**src/rtl/fir_pkg.sv**
```systemverilog
// Shared types, sizes and helpers for the direct-form FIR filter.
// No dependencies; every other file imports this package.
package fir_pkg;

  localparam int MAX_TAPS    = 32;
  localparam int SAMPLE_BITS = 16;
  localparam int MAX_RESULTS = 16;
  localparam int CFG_W       = 6;
  localparam int IDX_W       = 5;
  localparam int TAPS_RESET  = 21;

  localparam int TAP_IW = $clog2(MAX_TAPS);
  localparam int CNT_W  = $clog2(MAX_TAPS + 1);
  localparam int ZCNT_W = $clog2(MAX_RESULTS + 1);
  localparam int PROD_W = 2 * SAMPLE_BITS;
  localparam int ACC_W  = PROD_W + TAP_IW + 1;

  localparam logic OP_SAMPLE = 1'b0;
  localparam logic OP_COEF   = 1'b1;

  typedef enum logic [1:0] {
    ST_IDLE,
    ST_ZERO,
    ST_MAC,
    ST_EMIT
  } state_t;

  typedef struct packed {
    logic              shift_en;
    logic              coef_we;
    logic              mul_en;
    logic [TAP_IW-1:0] mul_idx;
    logic              acc_en;
    logic              acc_first;
    logic              out_load;
    logic              out_zero;
    logic              out_last;
  } cmd_t;

  typedef struct packed {
    logic out_free;
  } stat_t;

  // Tap count in use: zero reads as one, anything above the line length saturates.
  function automatic logic [CNT_W-1:0] taps_in_use(input logic [CFG_W-1:0] n);
    logic [CNT_W-1:0] t;
    if (n == '0) begin
      t = CNT_W'(1);
    end else if (int'(n) > MAX_TAPS) begin
      t = CNT_W'(MAX_TAPS);
    end else begin
      t = CNT_W'(n);
    end
    return t;
  endfunction

endpackage

```
**src/rtl/fir_if.sv**
```systemverilog
// Valid/ready channel interfaces for the FIR filter: sample/coefficient in, result out.
// Depends on fir_pkg for field widths.
interface fir_in_if;
  import fir_pkg::*;
  logic                          valid;
  logic                          ready;
  logic                          operation;
  logic signed [SAMPLE_BITS-1:0] sample;
  logic [IDX_W-1:0]              coef_index;
  logic signed [SAMPLE_BITS-1:0] coef_value;

  modport source (output valid, operation, sample, coef_index, coef_value, input ready);
  modport sink   (input valid, operation, sample, coef_index, coef_value, output ready);
endinterface

interface fir_out_if;
  import fir_pkg::*;
  logic                          valid;
  logic                          ready;
  logic signed [SAMPLE_BITS-1:0] filtered;
  logic                          last;

  modport source (output valid, filtered, last, input ready);
  modport sink   (input valid, filtered, last, output ready);
endinterface

```
**src/rtl/fir_ctrl.sv**
```systemverilog
// Controller for the FIR filter: tap-count register, fill tracking and sequencing
// of leading zeros, serial MAC and result emission. Depends on fir_pkg.
module fir_ctrl (
  input  logic                         clk,
  input  logic                         rst_n,
  input  logic                         cfg_wr_en,
  input  logic [fir_pkg::CFG_W-1:0]    cfg_wr_data,
  input  logic                         in_valid,
  output logic                         in_ready,
  input  logic                         in_operation,
  input  fir_pkg::stat_t               stat,
  output fir_pkg::cmd_t                cmd
);
  import fir_pkg::*;

  state_t             state_r, state_nxt;
  logic [CFG_W-1:0]   num_taps_r;
  logic [CNT_W-1:0]   fill_r, fill_nxt;
  logic               primed_r, primed_nxt;
  logic [ZCNT_W-1:0]  zcnt_r, zcnt_nxt;
  logic               has_out_r, has_out_nxt;
  logic [CNT_W-1:0]   mcnt_r, mcnt_nxt;

  logic [CNT_W-1:0]   taps;
  logic [CNT_W-1:0]   fill_inc;
  logic [CNT_W-1:0]   half_taps;
  logic [ZCNT_W-1:0]  zeros;
  logic               hit;
  logic               accept;

  assign taps      = taps_in_use(num_taps_r);
  assign fill_inc  = (int'(fill_r) == MAX_TAPS) ? fill_r : fill_r + CNT_W'(1);
  assign hit       = (fill_inc >= taps);
  assign half_taps = taps >> 1;
  assign zeros     = primed_r ? '0 :
                     (int'(half_taps) > MAX_RESULTS) ? ZCNT_W'(MAX_RESULTS) :
                     ZCNT_W'(half_taps);
  assign accept    = in_valid && in_ready;

  always_ff @(posedge clk) begin
    if (!rst_n) begin
      state_r    <= ST_IDLE;
      num_taps_r <= CFG_W'(TAPS_RESET);
      fill_r     <= '0;
      primed_r   <= 1'b0;
      zcnt_r     <= '0;
      has_out_r  <= 1'b0;
      mcnt_r     <= '0;
    end else begin
      state_r   <= state_nxt;
      fill_r    <= fill_nxt;
      primed_r  <= primed_nxt;
      zcnt_r    <= zcnt_nxt;
      has_out_r <= has_out_nxt;
      mcnt_r    <= mcnt_nxt;
      if (cfg_wr_en) begin
        num_taps_r <= cfg_wr_data;
      end
    end
  end

  always_comb begin
    state_nxt   = state_r;
    fill_nxt    = fill_r;
    primed_nxt  = primed_r;
    zcnt_nxt    = zcnt_r;
    has_out_nxt = has_out_r;
    mcnt_nxt    = mcnt_r;
    in_ready    = 1'b0;
    cmd         = '0;

    case (state_r)
      ST_IDLE: begin
        // no transaction is taken while reset is held
        in_ready = rst_n;
        if (accept) begin
          if (in_operation == OP_COEF) begin
            cmd.coef_we = 1'b1;
          end else begin
            cmd.shift_en = 1'b1;
            primed_nxt   = 1'b1;
            fill_nxt     = hit ? taps - CNT_W'(1) : fill_inc;
            has_out_nxt  = hit;
            zcnt_nxt     = zeros;
            mcnt_nxt     = '0;
            if (zeros != '0) begin
              state_nxt = ST_ZERO;
            end else if (hit) begin
              state_nxt = ST_MAC;
            end
          end
        end
      end

      ST_ZERO: begin
        if (stat.out_free) begin
          cmd.out_load = 1'b1;
          cmd.out_zero = 1'b1;
          cmd.out_last = (zcnt_r == ZCNT_W'(1)) && !has_out_r;
          zcnt_nxt     = zcnt_r - ZCNT_W'(1);
          if (zcnt_r == ZCNT_W'(1)) begin
            state_nxt = has_out_r ? ST_MAC : ST_IDLE;
          end
        end
      end

      // issue tap mcnt while accumulating the product of the previous tap
      ST_MAC: begin
        cmd.mul_en    = (mcnt_r < taps);
        cmd.mul_idx   = mcnt_r[TAP_IW-1:0];
        cmd.acc_en    = (mcnt_r != '0);
        cmd.acc_first = (mcnt_r == CNT_W'(1));
        mcnt_nxt      = mcnt_r + CNT_W'(1);
        if (mcnt_r == taps) begin
          state_nxt = ST_EMIT;
        end
      end

      ST_EMIT: begin
        if (stat.out_free) begin
          cmd.out_load = 1'b1;
          cmd.out_last = 1'b1;
          state_nxt    = ST_IDLE;
        end
      end

      default: begin
        state_nxt = ST_IDLE;
      end
    endcase
  end

endmodule

```
**src/rtl/fir_dp.sv**
```systemverilog
// Datapath for the FIR filter: delay line, coefficient store, registered multiplier,
// accumulator, round/saturate and the output register. Depends on fir_pkg.
module fir_dp (
  input  logic                                 clk,
  input  logic                                 rst_n,
  input  fir_pkg::cmd_t                        cmd,
  output fir_pkg::stat_t                       stat,
  input  logic signed [fir_pkg::SAMPLE_BITS-1:0] in_sample,
  input  logic [fir_pkg::IDX_W-1:0]            in_coef_index,
  input  logic signed [fir_pkg::SAMPLE_BITS-1:0] in_coef_value,
  output logic                                 out_valid,
  input  logic                                 out_ready,
  output logic signed [fir_pkg::SAMPLE_BITS-1:0] out_filtered,
  output logic                                 out_last
);
  import fir_pkg::*;

  localparam logic signed [ACC_W:0] SAT_HI  = (ACC_W+1)'(2**(SAMPLE_BITS-1) - 1);
  localparam logic signed [ACC_W:0] SAT_LO  = -SAT_HI - (ACC_W+1)'(1);
  localparam logic signed [ACC_W:0] RND_ADD = (ACC_W+1)'(1) << (SAMPLE_BITS - 2);

  logic signed [SAMPLE_BITS-1:0] dl_r   [MAX_TAPS];
  logic signed [SAMPLE_BITS-1:0] coef_r [MAX_TAPS];
  logic signed [PROD_W-1:0]      prod_r;
  logic signed [ACC_W-1:0]       acc_r;
  logic                          out_valid_r;
  logic signed [SAMPLE_BITS-1:0] out_filtered_r;
  logic                          out_last_r;

  logic [TAP_IW+IDX_W-1:0]       idx_wide;
  logic signed [ACC_W:0]         rnd;
  logic signed [ACC_W:0]         shifted;
  logic signed [SAMPLE_BITS-1:0] sat;

  assign idx_wide = {{TAP_IW{1'b0}}, in_coef_index};

  always_ff @(posedge clk) begin
    if (!rst_n) begin
      for (int i = 0; i < MAX_TAPS; i++) begin
        dl_r[i]   <= '0;
        coef_r[i] <= '0;
      end
    end else begin
      if (cmd.shift_en) begin
        dl_r[0] <= in_sample;
        for (int i = 1; i < MAX_TAPS; i++) begin
          dl_r[i] <= dl_r[i-1];
        end
      end
      if (cmd.coef_we && (int'(in_coef_index) < MAX_TAPS)) begin
        coef_r[idx_wide[TAP_IW-1:0]] <= in_coef_value;
      end
    end
  end

  always_ff @(posedge clk) begin
    if (cmd.mul_en) begin
      prod_r <= coef_r[cmd.mul_idx] * dl_r[cmd.mul_idx];
    end
    if (cmd.acc_en) begin
      acc_r <= cmd.acc_first ? ACC_W'(prod_r) : acc_r + ACC_W'(prod_r);
    end
  end

  // round half up, floor shift, then clamp to the sample range
  assign rnd     = {acc_r[ACC_W-1], acc_r} + RND_ADD;
  assign shifted = rnd >>> (SAMPLE_BITS - 1);
  assign sat     = (shifted > SAT_HI) ? SAT_HI[SAMPLE_BITS-1:0] :
                   (shifted < SAT_LO) ? SAT_LO[SAMPLE_BITS-1:0] :
                   shifted[SAMPLE_BITS-1:0];

  assign stat.out_free = !out_valid_r || out_ready;

  always_ff @(posedge clk) begin
    if (!rst_n) begin
      out_valid_r <= 1'b0;
    end else if (cmd.out_load) begin
      out_valid_r <= 1'b1;
    end else if (out_ready) begin
      out_valid_r <= 1'b0;
    end
  end

  always_ff @(posedge clk) begin
    if (cmd.out_load) begin
      out_filtered_r <= cmd.out_zero ? '0 : sat;
      out_last_r     <= cmd.out_last;
    end
  end

  assign out_valid    = out_valid_r;
  assign out_filtered = out_filtered_r;
  assign out_last     = out_last_r;

endmodule

```
**src/rtl/fir_filter_direct_form_top.sv**
```systemverilog
// Channel      | Dir | Payload                                    | Handshake
// in_if        | in  | operation, sample, coef_index, coef_value  | valid/ready
// out_if       | out | filtered, last                             | valid/ready
// cfg_wr_*     | in  | num_taps (6 bits)                          | write enable only
//
// Coefficient write: taken in the idle state. Sample: taken in the idle state, then the
// leading zeros are sent (first sample only); once the line holds num_taps samples, a serial
// multiply-accumulate runs on the single multiplier and the result is loaded for output.
// Reset is synchronous, active low; delay line and coefficients clear under reset.
// A stalled output holds the sequencer; a new item is taken while the result waits.
//
// Top level of the direct-form FIR filter; depends on fir_pkg, fir_if, fir_ctrl, fir_dp.
module fir_filter_direct_form_top (
  input  logic                      clk,
  input  logic                      rst_n,
  fir_in_if.sink                    in_if,
  fir_out_if.source                 out_if,
  input  logic                      cfg_wr_en,
  input  logic [fir_pkg::CFG_W-1:0] cfg_wr_data
);
  import fir_pkg::*;

  cmd_t  cmd;
  stat_t stat;

  fir_ctrl u_ctrl (
    .clk          (clk),
    .rst_n        (rst_n),
    .cfg_wr_en    (cfg_wr_en),
    .cfg_wr_data  (cfg_wr_data),
    .in_valid     (in_if.valid),
    .in_ready     (in_if.ready),
    .in_operation (in_if.operation),
    .stat         (stat),
    .cmd          (cmd)
  );

  fir_dp u_dp (
    .clk           (clk),
    .rst_n         (rst_n),
    .cmd           (cmd),
    .stat          (stat),
    .in_sample     (in_if.sample),
    .in_coef_index (in_if.coef_index),
    .in_coef_value (in_if.coef_value),
    .out_valid     (out_if.valid),
    .out_ready     (out_if.ready),
    .out_filtered  (out_if.filtered),
    .out_last      (out_if.last)
  );

endmodule

```
**src/flat_wrapper.sv**
```systemverilog
// flat-port wrapper written by rule: the top's interface ports become plain ports
module fir_filter_direct_form_top_flat import fir_pkg::*;
  (clk, rst_n, cfg_wr_en, cfg_wr_data, in_if_valid, in_if_operation, in_if_sample, in_if_coef_index, in_if_coef_value, in_if_ready, out_if_valid, out_if_filtered, out_if_last, out_if_ready);
  fir_in_if in_if_i ();
  fir_out_if out_if_i ();
  input  logic clk;
  input  logic rst_n;
  input  logic cfg_wr_en;
  input  logic [fir_pkg::CFG_W-1:0] cfg_wr_data;
  input wire logic [$bits(in_if_i.valid)-1:0] in_if_valid;
  input wire logic [$bits(in_if_i.operation)-1:0] in_if_operation;
  input wire logic [$bits(in_if_i.sample)-1:0] in_if_sample;
  input wire logic [$bits(in_if_i.coef_index)-1:0] in_if_coef_index;
  input wire logic [$bits(in_if_i.coef_value)-1:0] in_if_coef_value;
  output wire logic [$bits(in_if_i.ready)-1:0] in_if_ready;
  output wire logic [$bits(out_if_i.valid)-1:0] out_if_valid;
  output wire logic [$bits(out_if_i.filtered)-1:0] out_if_filtered;
  output wire logic [$bits(out_if_i.last)-1:0] out_if_last;
  input wire logic [$bits(out_if_i.ready)-1:0] out_if_ready;
  assign in_if_i.valid = in_if_valid;
  assign in_if_i.operation = in_if_operation;
  assign in_if_i.sample = in_if_sample;
  assign in_if_i.coef_index = in_if_coef_index;
  assign in_if_i.coef_value = in_if_coef_value;
  assign in_if_ready = in_if_i.ready;
  assign out_if_valid = out_if_i.valid;
  assign out_if_filtered = out_if_i.filtered;
  assign out_if_last = out_if_i.last;
  assign out_if_i.ready = out_if_ready;
  fir_filter_direct_form_top u_core (.clk(clk), .rst_n(rst_n), .in_if(in_if_i), .out_if(out_if_i), .cfg_wr_en(cfg_wr_en), .cfg_wr_data(cfg_wr_data));
endmodule
```
**config.mk**
```make
export PLATFORM = sky130hd
export DESIGN_NAME = fir_filter_direct_form_top_flat
export DESIGN_NICKNAME = d
export VERILOG_FILES = /design/src/rtl/fir_pkg.sv /design/src/rtl/fir_if.sv /design/src/rtl/fir_ctrl.sv /design/src/rtl/fir_dp.sv /design/src/rtl/fir_filter_direct_form_top.sv /design/src/flat_wrapper.sv
export SDC_FILE = /design/constraint.sdc
export NUM_CORES = 2
export LEC_CHECK = 0
export BUFFER_PORTS_ARGS = -buffer_cell sky130_fd_sc_hd__buf_2
export CAP_MARGIN = 20
export CORE_AREA = 4 4 321 323
export CTS_CLUSTER_SIZE = 20
export DETAILED_ROUTE_END_ITERATION = 8
export DIE_AREA = 0 0 325 327
export GPL_TIMING_DRIVEN = 0
export PLACE_DENSITY_LB_ADDON = 0.2
export SYNTH_ARGS = -nofsm -noshare
export SYNTH_HDL_FRONTEND = slang
export SYNTH_SLANG_ARGS = --single-unit
```
**constraint.sdc**
```tcl
create_clock -name clk -period 15.5 [get_ports clk]
set_input_delay 1.55 -clock clk [delete_from_list [all_inputs] [get_ports clk]]
set_output_delay 1.55 -clock clk [all_outputs]
set_load 0.03 [all_outputs]
```
==> parameters.txt <==
Parameter                              Value

Clocking
  CTS sink cnt ... 1,139
  Hold Buf Count CTS ... 0
  Clock-pin slew reported for the worst setup and hold paths after clock tree synthesis ... 0.07 ns
  CTS tree ... done
  H-tree Lvls ... 3
  Clock latency on the worst-skew pair ... 0.76 ns
  Post-CTS setup buffer count ... 0
  Resized cells post-CTS ... 0
  TritonCTS buffer count ... 115
  Clock root buffer ... sky130_fd_sc_hd__clkbuf_16
  Max Root-Sink Buffers ... 3

Final layout
  # nets final ... 5,731
  Fillers ... 6,879
  Area of the multi-input gates ... 27,080 um2
  Reg area ... 33,920 um2
  Proportion of layout cells with a drive suffix above 1 ... 12.33%
  Utilization after layout ... 70.48%
  Area growth from synthesis to final layout ... 10.25%

Die
  Die width ... 325 um
  Die area ... 106,300 um2
  Initial standard-cell utilization of the core ... 63.93%
  Top Ports ... 68
  Height of the die ... 327 um
  Core Footprint ... 99,860 um2
  Std-Cell Rows ... 116

Critical path
  Crit path DAT ... 12.14 ns
  Worst Setup Path Type ... register to register
  Cell type with the highest occurrence count on the critical path ... sky130_fd_sc_hd__fa_1
  WP data required ... 16.01 ns
  Capturing element type of the critical path ... register
  Kind of cell adding the most delay to the critical path ... adder cells
  Critical path peak fanout ... 10
  Buffers & Inverters on Critical Path ... 8
  Standard cell with the maximum stage delay on the critical path ... sky130_fd_sc_hd__o311ai_1
  Register-to-Register Setup Slack ... 3.87 ns
  Critical path's largest stage delay ... 1.03 ns
  Critical path startpoint category ... register

Logic synthesis
  Number of flip-flops and latches in the synthesized netlist ... 1,139
  Sequential fraction of the synthesis area ... 53.14%
  Post-Synthesis Cell Area ... 63,840 um2
  Number of synthesized flops with an enable pin ... 1,111
  Average size of a mapped cell ... 12.65 um2
  Proportion of synthesized flip-flops having asynchronous set or reset ... 0%
  Synthesized instance count ... 5,048
  Number of unique standard cell types used by synthesis ... 76
  Number of nets in the synthesized netlist ... 5,500
  Ys flop type ... sky130_fd_sc_hd__edfxtp_1
  Synth Warn # ... 0

GRT
  Vias in the first global route ... 44,360
  Largest net degree at the start of global routing ... 76
  Global-route wire length before repair ... 291,900 um
  Met1 demand-to-capacity share in global routing ... 47.55%
  Total track usage ... 37.60%
  Final global-route overflow total ... 0
  Antenna violations before repair ... 17
  Met3 demand-to-capacity share in global routing ... 13.37%
  GR Util met2 ... 56.68%
  Most heavily used metal layer in global routing ... met2

Drt
  Number of nets still failing antenna checks after routing ... 0
  Routed vias ... 45,180
  Per-cell via count in the routed design ... 6.762
  Iteration-0 DRC count of the detailed router ... 7,167
  Detailed-route wire length ... 200,600 um
  Wirelength per Cell ... 30.03 um
  DRC violations left ... 0
  Drt pass-1 iters ... 6

Status
  Status ... complete, no violations

Power
  Max VDD drop ... 126.2 uV
  Overall power ... 7.492 mW
  Pwr per Cell Area ... 106.5 nW/um2
  Leakage ... 27.25 nW

STA
  Min Tclk post-route ... 11.63 ns
  Fin Clk Skew ... 0.07490 ns
  Achievable clock frequency ... 0.08602 GHz
  Number of failing hold endpoints at the final stage ... 0
  Unrepaired setup endpoints after global routing ... false
  Slew of the pin with the lowest slew margin ... 1.306 ns
  Minimum hold slack ... 0.5092 ns
  Worst setup margin ... 3.875 ns
  Final count of pins violating max slew ... 0
  Portion of the clock cycle consumed by the worst path in the final layout ... 75.00%
  Setup-failing EPs final ... 0
  Headroom to the max-slew limit ... 12.96%
  TNS Setup ... 0 ns

Placed design
  Routability congestion estimate ... 1.034
  Post-placement worst setup slack ... 4.596 ns
  Buffers added on ports ... 66
  HPWL after detailed placement ... 145,300 um

Job
  Number of maximum-capacitance constraint violations ... 0

Worst hold path
  Worst hold-check path type ... register to register
## final cells by class
| cell class | instances | area share, % |
|---|---|---|
| antenna | 13 | 0.04622 |
| multi-input combinational | 3223 | 38.48 |
| clock buffer | 139 | 4.277 |
| buffer | 369 | 2.555 |
| tap | 1298 | 2.307 |
| clock inverter | 70 | 0.8817 |
| timing repair buffer | 114 | 1.563 |
| sequential | 1139 | 48.20 |
| inverter | 317 | 1.691 |
## report_power, final
part / internal [mW] / total [mW] / switching (mW) / leakage (nW)
sequential: 3.55 / 3.62 / 0.0636 / 11.9
clock: 1.50 / 2.74 / 1.24 / 1.77
combinational: 0.433 / 1.14 / 0.705 / 13.6
## worst min-delay path, delay by kind of cell, from the launching register on
kind	cells	cell delay [ns]
mux	1	0.07
flops	1	0.35
simple gates	1	0.06
## sequential cells by signal, indices dropped and copies added (netlist names)
| signal | flops |
|---|---|
| u_core.u_dp.acc_r | 38 |
| u_core.u_ctrl.zcnt_r | 5 |
| u_core.u_ctrl.has_out_r | 1 |
| u_core.u_dp.out_valid | 1 |
| u_core.u_ctrl.primed_r | 1 |
| u_core.u_dp.out_filtered | 16 |
| u_core.u_ctrl.mcnt_r | 6 |
| u_core.u_dp.coef_r | 512 |
| u_core.u_ctrl.fill_r | 6 |
| u_core.u_dp.out_last | 1 |
| u_core.u_ctrl.num_taps_r | 6 |
| u_core.u_dp.dl_r | 512 |
| u_core.u_ctrl.state_r | 2 |
| u_core.u_dp.prod_r | 32 |
## Yosys cell counts, types with 28 or more instances
master | n | area share, %
sky130_fd_sc_hd__mux2i_1 | 28 | 0.44
sky130_fd_sc_hd__mux4_2 | 128 | 4.5
sky130_fd_sc_hd__a21o_1 | 33 | 0.39
sky130_fd_sc_hd__nor2_1 | 249 | 1.5
sky130_fd_sc_hd__a211oi_1 | 70 | 0.82
sky130_fd_sc_hd__nand2_1 | 168 | 0.99
sky130_fd_sc_hd__fa_1 | 264 | 8.3
sky130_fd_sc_hd__nand3_1 | 47 | 0.37
sky130_fd_sc_hd__o21ai_0 | 148 | 1.2
sky130_fd_sc_hd__o311ai_1 | 44 | 0.60
sky130_fd_sc_hd__ha_1 | 139 | 2.7
sky130_fd_sc_hd__a21oi_1 | 92 | 0.72
sky130_fd_sc_hd__inv_1 | 314 | 1.8
sky130_fd_sc_hd__xor2_1 | 48 | 0.66
sky130_fd_sc_hd__xnor2_1 | 45 | 0.62
sky130_fd_sc_hd__or2_2 | 61 | 0.60
sky130_fd_sc_hd__buf_4 | 32 | 0.38
sky130_fd_sc_hd__dfxtp_1 | 28 | 0.88
sky130_fd_sc_hd__buf_2 | 57 | 0.45
sky130_fd_sc_hd__clkbuf_1 | 242 | 1.4
sky130_fd_sc_hd__buf_6 | 28 | 0.49
sky130_fd_sc_hd__or2_1 | 60 | 0.59
sky130_fd_sc_hd__a221oi_1 | 214 | 2.9
sky130_fd_sc_hd__nor3_1 | 96 | 0.75
sky130_fd_sc_hd__and2_1 | 1031 | 10
sky130_fd_sc_hd__edfxtp_1 | 1111 | 52
## kinds of logic after synthesis
logic type | after synthesis | synth area share, %
AOI/OAI and AO/OA | 757 | 8.983
xor gates and xnor gates | 93 | 1.276
adders and majority gates | 403 | 11.00
buffers and inverters | 686 | 4.680
DFF | 1139 | 53.14
muxes | 158 | 5.008
and+or+nand+nor | 1812 | 15.91
## layer usage
layer  vias up  part of all wire, %
met5         -               0.0060
met4         2                  7.0
met3       809                   15
met2      3426                   44
met1     22360                   34
li1      18580                    -
## path summary, 6_finish.rpt
| check | from | to | cells past startpoint |
|---|---|---|---|
| min | u_core.u_ctrl.num_taps_r[0] | u_core.u_ctrl.num_taps_r[0] | 2 |
| min reg2reg | u_core.u_ctrl.num_taps_r[0] | u_core.u_ctrl.num_taps_r[0] | 2 |
| max | u_core.u_ctrl.mcnt_r[0] | u_core.u_dp.prod_r[31] | 28 |
| max reg2reg | u_core.u_ctrl.mcnt_r[0] | u_core.u_dp.prod_r[31] | 28 |
## through the flow
step	cells	area [um2]
2_1_floorplan	5048	63840
3_3_place_gp	6412	65790
3_5_place_dp	6456	66670
4_1_cts	6665	70300
5_1_grt	6669	70350
6_report	6682	70380
## cell usage in the layout (no fill, tap or decap), drive strengths merged, types with 10 or more instances in the layout
cell type,Yosys,layout
a211oi,71,71
a21o,33,33
a21oi,92,92
a221oi,217,217
a31oi,44,44
and2,1031,1031
and3,26,26
buf,127,240
clkbuf,242,381
clkinv,0,58
dfxtp,28,28
diode,0,13
edfxtp,1111,1111
fa,264,264
ha,139,139
inv,317,321
mux2i,29,29
mux4,128,128
nand2,169,169
nand2b,11,11
nand3,47,47
nand4,10,10
nor2,249,249
nor2b,23,23
nor3,96,96
o211ai,25,25
o21a,16,16
o21ai,152,152
o21bai,10,10
o311ai,57,57
or2,121,121
xnor2,45,45
xor2,48,48
Power figures use the tool's default switching activity.
